File: config.mk
export PLATFORM = sky130hd
export DESIGN_NAME = ddc_ci_frame_checker_top
export DESIGN_NICKNAME = d
export VERILOG_FILES = /design/src/rtl/ddcfc_pkg.sv /design/src/rtl/ddc_ci_frame_checker_top.sv
export SDC_FILE = /design/constraint.sdc
export NUM_CORES = 1
export LEC_CHECK = 0
export BUFFER_PORTS_ARGS = -buffer_cell sky130_fd_sc_hd__buf_2
export CORE_MARGIN = 8
export CORE_UTILIZATION = 34
export DETAILED_ROUTE_END_ITERATION = 10
export HOLD_SLACK_MARGIN = 0.06
export SETUP_SLACK_MARGIN = 0.05
export SYNTH_ARGS = -nofsm -noshare
export SYNTH_HDL_FRONTEND = slang
export SYNTH_SLANG_ARGS = --single-unit
File: constraint.sdc
create_clock -name clk -period 2.7 [get_ports clk]
set_clock_uncertainty 0.2 [all_clocks]
set_input_delay 0 -clock clk [delete_from_list [all_inputs] [get_ports clk]]
set_output_delay 0 -clock clk [all_outputs]
set_load 0.02 [all_outputs]
File: src/rtl/ddcfc_pkg.sv
// Package for the DDC/CI reply frame checker.
// Holds the field widths, frame constants, status codes, register indices and phase type.
// No dependencies.
`default_nettype none

package ddcfc_pkg;

	localparam int unsigned BYTE_W   = 8;
	localparam int unsigned ADDR_W   = 7;
	localparam int unsigned LEN_W    = 7;
	localparam int unsigned STATUS_W = 3;
	localparam int unsigned CFG_W    = 7;
	localparam int unsigned CFG_IDX_W = 1;

	localparam logic [BYTE_W-1:0] XOR_SEED  = 8'h50;
	localparam logic [BYTE_W-1:0] BUSY_MARK = 8'h51;
	localparam logic [BYTE_W-1:0] BUSY_FF   = 8'hFF;

	// Configuration register indices
	localparam logic [CFG_IDX_W-1:0] REG_DEVICE_ADDRESS = 1'd0;
	localparam logic [CFG_IDX_W-1:0] REG_MAX_PAYLOAD    = 1'd1;

	localparam logic [ADDR_W-1:0] DEVICE_ADDRESS_RST = 7'd55;
	localparam logic [LEN_W-1:0]  MAX_PAYLOAD_RST    = 7'd32;

	typedef enum logic [STATUS_W-1:0] {
		ST_PENDING = 3'd0,
		ST_OK      = 3'd1,
		ST_BUSY    = 3'd2,
		ST_BADADDR = 3'd3,
		ST_NOFLAG  = 3'd4,
		ST_TOOLONG = 3'd5,
		ST_BADXOR  = 3'd6
	} status_t;

	typedef enum logic [4:0] {
		PH_IDLE    = 5'b00001,
		PH_LENGTH  = 5'b00010,
		PH_PAYLOAD = 5'b00100,
		PH_CHECK   = 5'b01000,
		PH_DONE    = 5'b10000
	} phase_t;

endpackage

`default_nettype wire

File: src/rtl/ddc_ci_frame_checker_top.sv
// Top level of the DDC/CI reply frame checker.
// Depends on ddcfc_pkg for widths, status codes and the phase type.
`default_nettype none

// Checks a DDC/CI reply one received byte per beat and gives exactly one
// result beat for every input beat. A byte is captured in an input register,
// the frame state (phase, bytes left, running XOR, length) is updated from it
// and the result is registered in an output register along with the new frame
// state. The block sustains one byte per cycle while the output is not stalled.
// The input side keeps accepting while a result waits on a stalled output, as
// long as the input register is empty. Payload bytes are forwarded as they
// arrive; keep them only if the frame ends with status ok. Configuration writes
// are taken at any time but must only be made while no byte is in flight.
module ddc_ci_frame_checker_top (
	input  wire                               clk,
	input  wire                               arst_n,
	// configuration
	input  wire                               cfg_wr_en,
	input  wire  [ddcfc_pkg::CFG_IDX_W-1:0]   cfg_index,
	input  wire  [ddcfc_pkg::CFG_W-1:0]       cfg_data,
	// input channel
	input  wire                               in_valid,
	output logic                              in_stall,
	input  wire  [ddcfc_pkg::BYTE_W-1:0]      rx_byte,
	input  wire                               frame_start,
	// result channel
	output logic                              out_valid,
	input  wire                               out_stall,
	output logic [ddcfc_pkg::BYTE_W-1:0]      payload_byte,
	output logic                              payload_valid,
	output logic                              frame_end,
	output logic [ddcfc_pkg::STATUS_W-1:0]    status,
	output logic [ddcfc_pkg::LEN_W-1:0]       frame_length
);

	// configuration registers
	logic [ddcfc_pkg::ADDR_W-1:0] device_address_q;
	logic [ddcfc_pkg::LEN_W-1:0]  max_payload_q;

	// input register
	logic                         valid_s1;
	logic [ddcfc_pkg::BYTE_W-1:0] byte_s1;
	logic                         start_s1;

	// frame state
	ddcfc_pkg::phase_t            phase_q;
	logic [ddcfc_pkg::LEN_W-1:0]  bytes_left_q;
	logic [ddcfc_pkg::BYTE_W-1:0] xor_q;
	logic [ddcfc_pkg::LEN_W-1:0]  length_q;

	// result register
	logic                         valid_s2;
	logic [ddcfc_pkg::BYTE_W-1:0] pbyte_s2;
	logic                         pvalid_s2;
	logic                         fend_s2;
	ddcfc_pkg::status_t           status_s2;
	logic [ddcfc_pkg::LEN_W-1:0]  length_s2;

	// next-state values
	ddcfc_pkg::phase_t            phase_d;
	logic [ddcfc_pkg::LEN_W-1:0]  bytes_left_d;
	logic [ddcfc_pkg::BYTE_W-1:0] xor_d;
	logic [ddcfc_pkg::LEN_W-1:0]  length_d;
	logic [ddcfc_pkg::BYTE_W-1:0] pbyte_d;
	logic                         pvalid_d;
	logic                         fend_d;
	ddcfc_pkg::status_t           status_d;
	logic [ddcfc_pkg::BYTE_W-1:0] xor_chk;
	logic [ddcfc_pkg::LEN_W-1:0]  len_field;

	logic advance;
	logic in_take;

	// pipeline moves whenever the result register is empty or being taken
	assign advance  = !(valid_s2 && out_stall);
	assign in_stall = valid_s1 && !advance;
	assign in_take  = in_valid && !in_stall;

	// configuration writes
	always_ff @(posedge clk or negedge arst_n) begin
		if (!arst_n) begin
			device_address_q <= ddcfc_pkg::DEVICE_ADDRESS_RST;
			max_payload_q    <= ddcfc_pkg::MAX_PAYLOAD_RST;
		end else if (cfg_wr_en) begin
			case (cfg_index)
				ddcfc_pkg::REG_DEVICE_ADDRESS: device_address_q <= cfg_data;
				ddcfc_pkg::REG_MAX_PAYLOAD:    max_payload_q    <= cfg_data;
				default: ;
			endcase
		end
	end

	// input register
	always_ff @(posedge clk or negedge arst_n) begin
		if (!arst_n) begin
			valid_s1 <= 1'b0;
		end else if (in_take) begin
			valid_s1 <= 1'b1;
		end else if (advance) begin
			valid_s1 <= 1'b0;
		end
	end

	always_ff @(posedge clk) begin
		if (in_take) begin
			byte_s1  <= rx_byte;
			start_s1 <= frame_start;
		end
	end

	// frame parser: next state and result for the byte in the input register
	always_comb begin
		phase_d      = phase_q;
		bytes_left_d = bytes_left_q;
		xor_d        = xor_q;
		length_d     = length_q;
		pbyte_d      = '0;
		pvalid_d     = 1'b0;
		fend_d       = 1'b0;
		status_d     = ddcfc_pkg::ST_PENDING;
		xor_chk      = xor_q ^ byte_s1;
		len_field    = byte_s1[ddcfc_pkg::LEN_W-1:0];

		if (start_s1) begin
			xor_d        = ddcfc_pkg::XOR_SEED;
			bytes_left_d = '0;
			length_d     = '0;
			fend_d       = 1'b1;
			phase_d      = ddcfc_pkg::PH_DONE;
			if (byte_s1 == ddcfc_pkg::BUSY_MARK || byte_s1 == ddcfc_pkg::BUSY_FF) begin
				status_d = ddcfc_pkg::ST_BUSY;
			end else if (byte_s1 != {device_address_q, 1'b0}) begin
				status_d = ddcfc_pkg::ST_BADADDR;
			end else begin
				fend_d  = 1'b0;
				xor_d   = ddcfc_pkg::XOR_SEED ^ byte_s1;
				phase_d = ddcfc_pkg::PH_LENGTH;
			end
		end else begin
			case (phase_q)
				ddcfc_pkg::PH_LENGTH: begin
					if (!byte_s1[ddcfc_pkg::BYTE_W-1]) begin
						length_d = '0;
						status_d = ddcfc_pkg::ST_NOFLAG;
						fend_d   = 1'b1;
						phase_d  = ddcfc_pkg::PH_DONE;
					end else if (len_field > max_payload_q) begin
						length_d = len_field;
						status_d = ddcfc_pkg::ST_TOOLONG;
						fend_d   = 1'b1;
						phase_d  = ddcfc_pkg::PH_DONE;
					end else begin
						length_d     = len_field;
						xor_d        = xor_chk;
						bytes_left_d = len_field;
						phase_d      = (len_field != '0) ? ddcfc_pkg::PH_PAYLOAD
						                                 : ddcfc_pkg::PH_CHECK;
					end
				end
				ddcfc_pkg::PH_PAYLOAD: begin
					xor_d        = xor_chk;
					pbyte_d      = byte_s1;
					pvalid_d     = 1'b1;
					bytes_left_d = bytes_left_q - 1'b1;
					if (bytes_left_q == 7'd1) begin
						phase_d = ddcfc_pkg::PH_CHECK;
					end
				end
				ddcfc_pkg::PH_CHECK: begin
					xor_d    = xor_chk;
					status_d = (xor_chk == '0) ? ddcfc_pkg::ST_OK : ddcfc_pkg::ST_BADXOR;
					fend_d   = 1'b1;
					phase_d  = ddcfc_pkg::PH_DONE;
				end
				default: ;
			endcase
		end
	end

	// frame state update, one byte per cycle while the output is not stalled
	always_ff @(posedge clk or negedge arst_n) begin
		if (!arst_n) begin
			phase_q      <= ddcfc_pkg::PH_IDLE;
			bytes_left_q <= '0;
			xor_q        <= ddcfc_pkg::XOR_SEED;
			length_q     <= '0;
		end else if (valid_s1 && advance) begin
			phase_q      <= phase_d;
			bytes_left_q <= bytes_left_d;
			xor_q        <= xor_d;
			length_q     <= length_d;
		end
	end

	// result register
	always_ff @(posedge clk or negedge arst_n) begin
		if (!arst_n) begin
			valid_s2 <= 1'b0;
		end else if (advance) begin
			valid_s2 <= valid_s1;
		end
	end

	always_ff @(posedge clk) begin
		if (valid_s1 && advance) begin
			pbyte_s2  <= pbyte_d;
			pvalid_s2 <= pvalid_d;
			fend_s2   <= fend_d;
			status_s2 <= status_d;
			length_s2 <= length_d;
		end
	end

	assign out_valid     = valid_s2;
	assign payload_byte  = pbyte_s2;
	assign payload_valid = pvalid_s2;
	assign frame_end     = fend_s2;
	assign status        = status_s2;
	assign frame_length  = length_s2;

	// a final status only comes with the end of a frame
	a_status_with_end: assert property (@(posedge clk) disable iff (!arst_n)
		(valid_s2 && status_s2 != ddcfc_pkg::ST_PENDING) |-> fend_s2)
		else $error("status reported without frame end");

	// a payload beat never ends a frame
	a_payload_not_end: assert property (@(posedge clk) disable iff (!arst_n)
		(valid_s2 && pvalid_s2) |-> (!fend_s2 && status_s2 == ddcfc_pkg::ST_PENDING))
		else $error("payload beat carries frame end");

	// while payload is expected the count is never zero
	a_payload_count: assert property (@(posedge clk) disable iff (!arst_n)
		(phase_q == ddcfc_pkg::PH_PAYLOAD) |-> (bytes_left_q != '0))
		else $error("payload phase with no bytes left");

	// an empty input register never holds off the sender
	a_no_idle_stall: assert property (@(posedge clk) disable iff (!arst_n)
		!valid_s1 |-> !in_stall)
		else $error("input stalled with empty input register");

	// an ok frame always leaves a zero running XOR behind
	a_ok_xor: assert property (@(posedge clk) disable iff (!arst_n)
		(valid_s1 && advance && status_d == ddcfc_pkg::ST_OK) |=> (xor_q == '0))
		else $error("ok status with nonzero check XOR");

endmodule

`default_nettype wire

Word level (Yosys, flattened, before mapping)
Cells that the tools add are included.
{ "totals": {"reg_bits": 72, "word_cells": 88, "in_bits": 22} }
{ "classes": {"mux": 37, "order_cmp": 1, "bitwise_logic": 4, "n_eq_ne": 11, "n_addsub": 1, "reduce_logical": 19} }
{ "ops": {"columns": ["cell", "count"], "rows": [
  ["7-bit two-way mux", 6],
  ["8-bit two-way mux", 5],
  ["5-bit two-way mux", 6],
  ["8-bit one-hot mux with 2 select lines", 1],
  ["5-bit one-hot mux with 3 select lines", 1],
  ["7-bit one-hot mux with 2 select lines", 1],
  ["3-bit two-way mux", 4],
  ["3-bit != test, second input constant", 3],
  ["8-bit by 7-bit == test with 1-bit output, second input constant", 1],
  ["8-bit == test, second input constant", 1],
  ["8-bit logical NOT", 1],
  ["1-bit two-way mux", 8],
  ["8-bit != test", 1],
  ["4-bit AND reduction", 2],
  ["8-bit bitwise XOR", 1],
  ["7-bit by 1-bit == test with 1-bit output, second input constant", 1],
  ["7-bit > comparator", 1],
  ["7-bit nonzero test", 1],
  ["7-bit by 1-bit subtractor with 7-bit output, second input constant", 1],
  ["3-bit one-hot mux with 2 select lines", 1],
  ["3-bit nonzero test", 2],
  ["5-bit by 2-bit == test with 1-bit output, second input constant", 1],
  ["5-bit by 3-bit == test with 1-bit output, second input constant", 1],
  ["5-bit by 4-bit == test with 1-bit output, second input constant", 1],
  ["13 further kinds", 21]
]} }

Longest topological paths before layout
Gate-level depths: netlist of run 1.
{ "logic_depth": {"word_depth": 6, "depth_mapped": 9, "depth_no_buf": 7} }

Least setup slack after synthesis of run 1
Ideal clock, no wire load.
{ "synth_path": {"path_type": "register to register", "startpoint": "register byte_s1[0] (netlist name)", "endpoint": "register bytes_left_q[6] (netlist name)", "path_slack_ps": 308, "stages_incl_launch_ff": 10, "synth_period_minus_slack_ps": 2392, "setup_ps": 121, "n_path_buf": 2, "t_required_ps": 2379, "t_arrival_ps": 2072, "cell_sequence": "edfxtp_1 -> clkbuf_1 -> inv_1 -> ha_1 -> nand3_1 -> o211a_1 -> o21ai_1 -> clkbuf_1 -> nand3_1 -> a22o_1"} }
{ "synth_between": {"elab_chain_len": 3} }
{ "synth_lines": {"columns": ["item", "line_no", "text"], "rows": [
  ["start, declared", "ddc_ci_frame_checker_top.sv:42", "logic [ddcfc_pkg::BYTE_W-1:0] byte_s1;"],
  ["start signal, assigned", "ddc_ci_frame_checker_top.sv:106", "byte_s1 <= rx_byte;"],
  ["7-bit > comparator", "ddc_ci_frame_checker_top.sv:147", "end else if (len_field > max_payload_q) begin"],
  ["3-bit != test (no source line)", null, null],
  ["4-bit AND reduction (no source line)", null, null],
  ["end signal, assigned", "ddc_ci_frame_checker_top.sv:189", "bytes_left_q <= bytes_left_d;"],
  ["end, declared", "ddc_ci_frame_checker_top.sv:47", "logic [ddcfc_pkg::LEN_W-1:0] bytes_left_q;"]
]} }
Every way passes these cells.
A chain may end at the register's enable or synchronous reset.

Final worst setup path of run 1
{ "layout_path": {"startpoint": "register max_payload_q[5] (netlist name)", "endpoint": "register xor_q[7] (netlist name)"} }
{ "layout_between": {"elab_chain_len": 3} }
{ "layout_lines": {"columns": ["item", "line_no", "text"], "rows": [
  ["start, declared", "ddc_ci_frame_checker_top.sv:38", "logic [ddcfc_pkg::LEN_W-1:0] max_payload_q;"],
  ["start signal, assigned", "ddc_ci_frame_checker_top.sv:83", "max_payload_q <= ddcfc_pkg::MAX_PAYLOAD_RST;"],
  ["start signal, assigned", "ddc_ci_frame_checker_top.sv:87", "ddcfc_pkg::REG_MAX_PAYLOAD: max_payload_q <= cfg_data;"],
  ["7-bit > comparator", "ddc_ci_frame_checker_top.sv:147", null],
  ["3-bit != test (no source line)", null, null],
  ["4-bit AND reduction (no source line)", null, null],
  ["end signal, assigned", "ddc_ci_frame_checker_top.sv:185", "xor_q <= ddcfc_pkg::XOR_SEED;"],
  ["end signal, assigned", "ddc_ci_frame_checker_top.sv:190", "xor_q <= xor_d;"],
  ["end, declared", "ddc_ci_frame_checker_top.sv:48", "logic [ddcfc_pkg::BYTE_W-1:0] xor_q;"]
]} }
Every way passes these cells.

==> results of run 1 <==
-- what timing repair did --
| action | 4_1_cts | 5_1_grt |
|---|---|---|
| setup endpoints to repair | 0 | 1 |
| resized for setup | 0 | 1 |
| hold buffers | 27 | 0 |
| endpoints found under the hold margin | 60 | 0 |
-- layer usage --
metal  routed length [um]  vias to the layer above  GRT usage  share of wire
li1                     -                     1384          -              -
met1                 3950                     1365      0.159           0.45
met2                 4130                       98      0.201           0.47
met3                  601                       11     0.0296          0.068
met4                  134                        0     0.0632          0.015
met5                    0                        -          0              0
-- power breakdown --
part | leakage (nW) | internal [mW] | switching [mW]
registers | 0.812 | 1.29 | 0.0983
clock network | 0.136 | 0.729 | 0.407
logic | 1.02 | 0.275 | 0.348
-- worst max-delay path, delay by kind of cell (launching register included) --
kind | cells | cell delay, ns
AOI/OAI and AO/OA | 3 | 0.64
adders and majority gates | 1 | 0.28
buffers and inverters | 2 | 0.25
DFF | 1 | 0.53
and+or+nand+nor | 2 | 0.45
-- state kept, by name, summed over array words and instances, names as in the netlist --
| signal | count |
|---|---|
| valid_s1 | 1 |
| out_valid | 1 |
| status | 3 |
| payload_byte | 8 |
| byte_s1 | 8 |
| frame_length | 7 |
| start_s1 | 1 |
| phase_q | 5 |
| device_address_q | 7 |
| bytes_left_q | 7 |
| payload_valid | 1 |
| length_q | 7 |
| xor_q | 8 |
| max_payload_q | 7 |
| frame_end | 1 |
-- stage by stage --
step	instance area (um2)	power [mW]	instances	hold slack, ns
after floorplan	3650	1.80	333	-0.496
after global placement	4090	1.97	516	-0.0224
after CTS	4630	3.17	559	0.149
after detailed placement	4090	1.99	516	-0.0207
after global routing	4630	3.31	559	0.160
final	4630	3.15	559	0.160
-- synth_stat cells (2+ instances only) --
library cell	number
dfrtp_1	34
nand2_1	31
edfxtp_1	29
mux2_2	20
nor2_1	17
nand3_1	16
a21oi_1	15
clkbuf_1	15
inv_1	15
xor2_1	15
o21ai_0	14
dfstp_2	9
ha_1	9
o211ai_1	9
and3_1	8
nor3_1	6
a32o_1	5
a32oi_1	5
nor4_1	5
a31oi_1	4
and2_1	4
a21oi_2	3
nand4_1	3
nor3b_1	3
o22ai_1	3
o2bb2ai_1	3
a211o_1	2
a21boi_0	2
a22o_1	2
nand2b_1	2
nor2b_1	2
o31ai_1	2
or4_1	2
-- final timing paths --
check                                  from                  end  slack, ns  cells after the start
setup reg to reg           max_payload_q[5]             xor_q[7]       0.24                      8
hold reg to reg                 length_q[5]          length_q[5]       0.28                      2
max in group asynchronous            arst_n             xor_q[7]       1.52                      2
setup / recovery           max_payload_q[5]             xor_q[7]       0.24                      8
hold / removal                       arst_n  device_address_q[3]       0.16                      2
min in group clk                 rx_byte[7]           byte_s1[7]       0.16                      2
-- cell type report --
| class | count | area, um2 |
|---|---|---|
| clock inverters | 6 | 130 |
| inverters | 17 | 63.8 |
| flip-flops and latches | 72 | 1960 |
| clock buffers | 10 | 138 |
| well taps | 140 | 175 |
| repair buffers | 88 | 621 |
| multi-input cells | 226 | 1550 |
| fillers | 1016 | 6020 |
-- cells by family (layout without fill, tap and decap cells) --
group	after synthesis	in the layout	share of synthesized area
XOR/XNOR	15	15	0.0360
AND/OR/NAND/NOR	105	105	0.145
multiplexers	21	21	0.0645
flip-flops	72	72	0.537
adder cells (fa/ha/maj)	9	9	0.0309
AO/OA/AOI/OAI	76	76	0.146
buffers and inverters	35	121	0.0408
==> reports/results.txt, run 1 <==
Slew Limit Headroom - 0.340
Crit Path Max Fanout - 19
Area Overhead vs Synth - 27.0%
Max Cap Viol - 0
Synth Instances - 333
Synth cell types - 52
leading cell type in the layout, fill and taps excluded - buf_2
final core utilization - 0.435
placer congestion estimate - 0.863
Post-Syn Area per Cell - 11.0 um2
Routed WL - 8.82 mm
cell taking the most area after synthesis - edfxtp_1
crit path DAT - 2.49 ns
Setup WS post-layout - 0.238 ns
critical-path cell list - inv_1, ha_1, nand4_1, a21oi_1, o21ai_1, buf_4, and2_1, a32o_1
Slew Viols, Final - 0
Ys Warns - 0
Via density - 5.11
crit start category - register
synthesized area - 3650 um2
biggest cell delay along the critical path - 0.53 ns
core area - 10700 um2
Die ar. - 14300 um2
Die W - 120 um
Worst VDD drop - 0.000264 V
hpwl dp - 6.13 mm
Crit. End Element - register
gr usage total - 0.127
worst path required time - 2.73 ns
ys async rst share - 0.597
Site Rows - 38
first-pass GRT wire length - 14.5 mm
Slew @ Worst Pin - 0.990 ns
wire length per cell - 15.8 um
Vias - 2858
total CTS buffers - 9
Final period util - 0.912
Sink Count - 72
register area share after synthesis - 0.537
# setup viols final - 0
number of detailed-route iterations in the first pass - 5
die height - 120 um
worst skew pair latency - 0.35 ns
number of synthesized register bits - 72
main area contributors after synthesis - edfxtp_1 (24%), dfrtp_1 (23%), dfstp_2 (6.5%)
Setup WS pre-CTS - 0.230 ns
Post-synth EDFFs - 29
TritonCTS clock tree - built
clock slew at the register clock pins of the worst setup and hold paths - 0.08 ns
1st-iter DRT viols - 225
vias in the first global route - 2867
crit path kind - register to register
Synth top area share - 0.239
Synth Flop Type - dfrtp_1
setup repair after global routing missed its margin - false
io pins - 44
CTS max path bufs - 2
clk root buf - clkbuf_8
antenna viol nets, final - 0
most frequent cells in the layout - buf_2 (43), dfrtp_1 (34), nand2_1 (31), edfxtp_1 (29), dlygate4sd3_1 (27)
Leak - 1.97 nW
TNS Setup - 0 ns
Tmin final - 2.46 ns
H-tree depth - 3
Post-route DRC - 0
GRT Residual Overflow - 0
largest net degree at the start of global routing - 44
run status - completed
Power Dens Cells - 679 nW/um2
Min-Delay Path Class - input port to async pin
number of port buffers - 43
critical path's slowest cell - dfstp_2
# diodes - 0
nets@finish - 445
starting density of the core - 0.343
syn_nets - 364
initial antenna violation count - 0
Hold Violations, Final - 0
layout cell share with drive strength beyond 1 - 0.279
achievable clock frequency - 0.406 GHz
Setup Buffers After CTS - 0
Power figures use the tool's default switching activity.
==> run 2, diff against run 1 <==
Settings changed: CELL_PAD_IN_SITES_DETAIL_PLACEMENT set to 1, CELL_PAD_IN_SITES_GLOBAL_PLACEMENT set to 1, PLACE_DENSITY_LB_ADDON set to 0.1.
Clock period 2.7 ns to 2.99 ns, I/O delays scaled along.
==> run 2 against run 1 <==
Net effect:
- power decreased by 14%
- sequential share of layout area increased by 0.68 points
- global-route usage increased by 2.6 points
- setup slack improved by 0.22 ns
==> reports/results.txt, run 2 (same netlist as run 1, synthesis figures left out) <==
number of port buffers - 43 (unchanged)
Slew @ Worst Pin - 1.04 ns (+0.0534 ns)
1st-iter DRT viols - 125 (-44%)
Tmin final - 2.53 ns (+0.0707 ns)
achievable clock frequency - 0.395 GHz (-2.8%)
Pwr Total - 2.70 mW (-14%)
Worst VDD drop - 0.000252 V (-4.4%)
Power Dens Cells - 593 nW/um2 (-13%)
worst skew pair latency - 0.36 ns (about the same)
initial antenna violation count - 0 (unchanged)
Final period util - 0.847 (-0.0648)
antenna viol nets, final - 0 (unchanged)
TritonCTS clock tree - built
worst hold margin - 0.145 ns (-0.0146 ns)
largest net degree at the start of global routing - 44 (unchanged)
crit path DAT - 2.64 ns (+0.15 ns)
nets@finish - 443 (-0.45%)
worst path required time - 3.10 ns (+0.37 ns)
Max Cap Viol - 0 (unchanged)
Placed Cells - 516 (unchanged)
Setup WS post-layout - 0.458 ns (+0.219 ns)
io pins - 44 (unchanged)
total CTS buffers - 9 (unchanged)
CTS max path bufs - 2 (unchanged)
die height - 120 um (unchanged)
Leak - 1.93 nW (-2.1%)
Sink Count - 72 (unchanged)
clk root buf - clkbuf_8
# diodes - 0 (unchanged)
wire length per cell - 18.7 um (+19%)
placer congestion estimate - 0.766 (-11%)
Min-Delay Path Class - input port to register
core area - 10700 um2 (unchanged)
H-tree depth - 3 (unchanged)
crit path kind - register to register
GRT Residual Overflow - 0 (unchanged)
leading cell type in the layout, fill and taps excluded - buf_2
starting density of the core - 0.343 (unchanged)
Routed WL - 10.4 mm (+18%)
clock slew at the register clock pins of the worst setup and hold paths - 0.09 ns (about the same)
gr usage total - 0.152 (+0.0257)
Crit Path Max Fanout - 19 (unchanged)
Site Rows - 38 (unchanged)
Hold Violations, Final - 0 (unchanged)
hpwl dp - 7.39 mm (+21%)
vias in the first global route - 3106 (+8.3%)
layout cell share with drive strength beyond 1 - 0.278 (-0.00106)
run status - completed
area post-placement - 4090 um2 (unchanged)
final core utilization - 0.428 (-0.00693)
Die W - 120 um (unchanged)
Vias - 2876 (+0.63%)
Post-route DRC - 0 (unchanged)
first-pass GRT wire length - 17.0 mm (+17%)
setup repair after global routing missed its margin - false
Slew Viols, Final - 0 (unchanged)
Filler cells - 1199 (+18%)
number of detailed-route iterations in the first pass - 4 (-1)
Finished Layout Cells - 557 (-0.36%)
Crit. End Element - register
post_cts resized - 0 (unchanged)
Via density - 5.16 (+0.99%)
TNS Setup - 0 ns (unchanged)
Slew Limit Headroom - 0.304 (-0.0356)
Die ar. - 14300 um2 (unchanged)
crit start category - register
Setup WS pre-CTS - 0.469 ns (+0.239 ns)
design area - 4560 um2 (-1.6%)
Area Overhead vs Synth - 24.9%
# setup viols final - 0 (unchanged)
most frequent cells in the layout - buf_2 (43), dfrtp_1 (34), nand2_1 (31), edfxtp_1 (29), dlygate4sd3_1 (25)
run 2: layout make-up:
cell class,instances,area (um2),area share
sequential,72,1960,0.430
multi-input combinational,226,1540,0.338
timing repair buffer,86,601,0.132
tap,140,175,0.0384
clock buffer,9,124,0.0272
clock inverter,7,95.1,0.0209
inverter,17,63.8,0.0140
run 2: worst max-delay path, stage by stage (launching register included):
cell and delay (ns):
edfxtp_1 0.51, inv_1 0.21, ha_1 0.31, nand3_1 0.12, o211a_1 0.23, o21ai_1 0.07
buf_4 0.25, and2_1 0.35, a32o_1 0.22
run 2: final timing paths:
path / end / slack [ns] / cells after the start / startpoint
setup / recovery: xor_q[7] / 0.46 / 8 / byte_s1[0]
hold / removal: byte_s1[7] / 0.15 / 2 / rx_byte[7]
setup reg to reg: xor_q[7] / 0.46 / 8 / byte_s1[0]
hold reg to reg: length_q[5] / 0.29 / 2 / length_q[5]
max in group asynchronous: bytes_left_q[6] / 1.79 / 2 / arst_n
min in group asynchronous: max_payload_q[6] / 0.16 / 2 / arst_n
run 2: repair_timing:
item | CTS | global route
setup buffers | 0 | 0
hold endpoints to repair | 60 | 0
hold buffers | 25 | 0
run 2: where the power goes:
part           switching, mW  internal [mW]
sequential            0.0957           1.16
combinational          0.334          0.241
clock                  0.398          0.471
total                  0.828           1.87
run 2: metal layers:
layer  wire length (um)  up-vias  GRT usage
met4                156        0     0.0703
li1                   -     1385          -
met3                454       11     0.0254
met2               5080       66      0.247
met1               4750     1414      0.195
met5                  0        -          0
==> run 3, diff against run 2 <==
Clock period 2.99 ns to 2 ns, I/O delays scaled along.
==> run 3 against run 2 <==
Net effect:
- critical path type unchanged
- via count rose by 6.6%
- count of clock-buffer cells in the layout rose by 2
- the flow now finishes with violations (negative setup slack)
- fmax rose by 13%
- largest power group unchanged
- non-clock buffer count rose by 52
- utilization rose by 6.7 points
==> reports/results.txt, run 3 (same netlist as run 1, synthesis figures left out) <==
run status - complete, but fails checks
violated checks - negative setup slack
Setup WS post-layout - -0.248 ns (-0.706 ns)
Slew Viols, Final - 0 (unchanged)
layout cell share with drive strength beyond 1 - 0.433 (+0.155)
crit start category - register
Hold Violations, Final - 0 (unchanged)
Placed Cells - 555 (+7.6%)
design area - 5280 um2 (+16%)
Post-route DRC - 0 (unchanged)
hpwl dp - 7.69 mm (+4.1%)
io pins - 44 (unchanged)
Min-Delay Path Class - input port to register
Area Overhead vs Synth - 44.6%
register area - 1960 um2 (unchanged)
core area - 10700 um2 (unchanged)
leading cell type in the layout, fill and taps excluded - buf_4
critical-path cell list - inv_2, ha_4, nand4_1, buf_4, a21oi_4, o21ai_4, and2_4, a32o_1
Routed WL - 10.7 mm (+2.6%)
critical path depth in cells - 8 (unchanged)
Leak - 2.27 nW (+18%)
final core utilization - 0.495 (+0.0673)
wire length per cell - 17.6 um (-6.2%)
H-tree depth - 3 (unchanged)
worst path required time - 2.05 ns (-1.05 ns)
nets@finish - 495 (+12%)
Filler cells - 1163 (-3.0%)
1st-iter DRT viols - 139 (+11%)
clock slew at the register clock pins of the worst setup and hold paths - 0.08 ns (about the same)
total CTS buffers - 9 (unchanged)
setup repair after global routing missed its margin - true
crit-path leading delay family - compound AO/OA/AOI/OAI gates
# diodes - 0 (unchanged)
initial antenna violation count - 0 (unchanged)
biggest cell delay along the critical path - 0.54 ns (+0.03 ns)
TritonCTS clock tree - built
CTS max path bufs - 2 (unchanged)
Sink Count - 72 (unchanged)
most frequent cells in the layout - buf_4 (61), buf_2 (43), dfrtp_1 (34), edfxtp_1 (29), nand2_1 (28)
number of port buffers - 43 (unchanged)
worst path bufs/invs - 2 (unchanged)
number of detailed-route iterations in the first pass - 4 (unchanged)
first-pass GRT wire length - 17.6 mm (+3.4%)
critical path's slowest cell - dfstp_2
Site Rows - 38 (unchanged)
clk root buf - clkbuf_8
placer congestion estimate - 0.806 (+5.3%)
Worst VDD drop - 0.000435 V (+73%)
Via density - 5.03 (-2.5%)
Slew @ Worst Pin - 0.617 ns (-0.427 ns)
Die ar. - 14300 um2 (unchanged)
# setup viols final - 22 (+22)
Finished Layout Cells - 609 (+9.3%)
achievable clock frequency - 0.445 GHz (+13%)
Vias - 3065 (+6.6%)
Hold Path Depth - 3 (+1)
Die W - 120 um (unchanged)
Final period util - 1.12 (+0.277)
starting density of the core - 0.343 (unchanged)
Crit. End Element - register
Slew Limit Headroom - 0.586 (+0.281)
gr usage total - 0.155 (+0.00265)
crit path DAT - 2.30 ns (-0.34 ns)
Pwr Total - 4.57 mW (+69%)
GRT Residual Overflow - 0 (unchanged)
antenna viol nets, final - 0 (unchanged)
die height - 120 um (unchanged)
area post-placement - 4450 um2 (+8.7%)
Crit Path Max Fanout - 8 (-11)
worst skew pair latency - 0.36 ns (about the same)
Max Cap Viol - 0 (unchanged)
largest net degree at the start of global routing - 36 (-18%)
cell depth of the worst flop-to-flop path - 8 (unchanged)
Power Dens Cells - 867 nW/um2 (+46%)
crit path kind - register to register
Tmin final - 2.25 ns (-0.284 ns)
Setup WS pre-CTS - -0.297 ns (-0.766 ns)
vias in the first global route - 3334 (+7.3%)
area of the multi-input gates - 1760 um2 (+14%)
## run 3: cell types whose count changed in the layout (fill, tap and decap cells not counted), sizes merged
cell,change
inv,-1
buf,+53
clkinvlp,-1
clkinv,-2
clkbuf,+2
dlygate4sd3,-1
bufinv,+2
## run 3: stage by stage
stage | hold WS (ns) | setup TNS (ns)
4_1_cts | 0.0654 | -4.21
5_1_grt | 0.0854 | -6.27
3_3_place_gp | -0.303 | -4.23
2_1_floorplan | -0.496 | -1.26
6_report | 0.0410 | -4.24
3_5_place_dp | -0.303 | -4.98
## run 3: layout make-up
cell class / instances / share of cell area
Clock buffer: 11 / 0.0268
Clock inverter: 5 / 0.0244
Inverter: 17 / 0.0130
Multi-Input combinational cell: 226 / 0.334
Sequential cell: 72 / 0.371
Tap cell: 140 / 0.0332
Timing Repair Buffer: 138 / 0.197
## run 3: final timing paths
kind | start | to | slack, ns
min | cfg_wr_en | max_payload_q[5] | 0.04
max | max_payload_q[5] | xor_q[5] | -0.25
max reg2reg | max_payload_q[5] | xor_q[5] | -0.25
min in group asynchronous | arst_n | phase_q[4] | 0.52
max in group asynchronous | arst_n | bytes_left_q[1] | 0.17
min reg2reg | xor_q[4] | xor_q[4] | 0.29
## run 3: per-layer routing
layer	GRT usage	wire length [um]	up-vias
met2	0.254	5140	47
li1	-	-	1484
met1	0.200	5130	1522
met3	0.0296	289	12
met5	0	0	-
met4	0.0539	144	0
## run 3: timing repair
item                                   CTS  global route
gates resized for setup                 27            19
buffers inserted                         7             7
endpoints found under the hold margin   78             0
setup endpoints to repair               32            32
hold buffers                            24             0
cloned                                   0             0
pin swaps                               15            17
## run 3: worst reg2reg max path: cells and delay by family (launching register included)
kind | cells | cell delay, ns
DFF | 1 | 0.54
AOI/OAI and AO/OA | 3 | 0.56
buffers and inverters | 2 | 0.25
and+or+nand+nor | 2 | 0.36
adders and majority gates | 1 | 0.25
## run 3: power breakdown
part | leakage [nW] | switching [mW] | internal [mW]
combinational | 1.33 | 0.592 | 0.539
clock | 0.134 | 0.582 | 0.992
sequential | 0.812 | 0.130 | 1.74
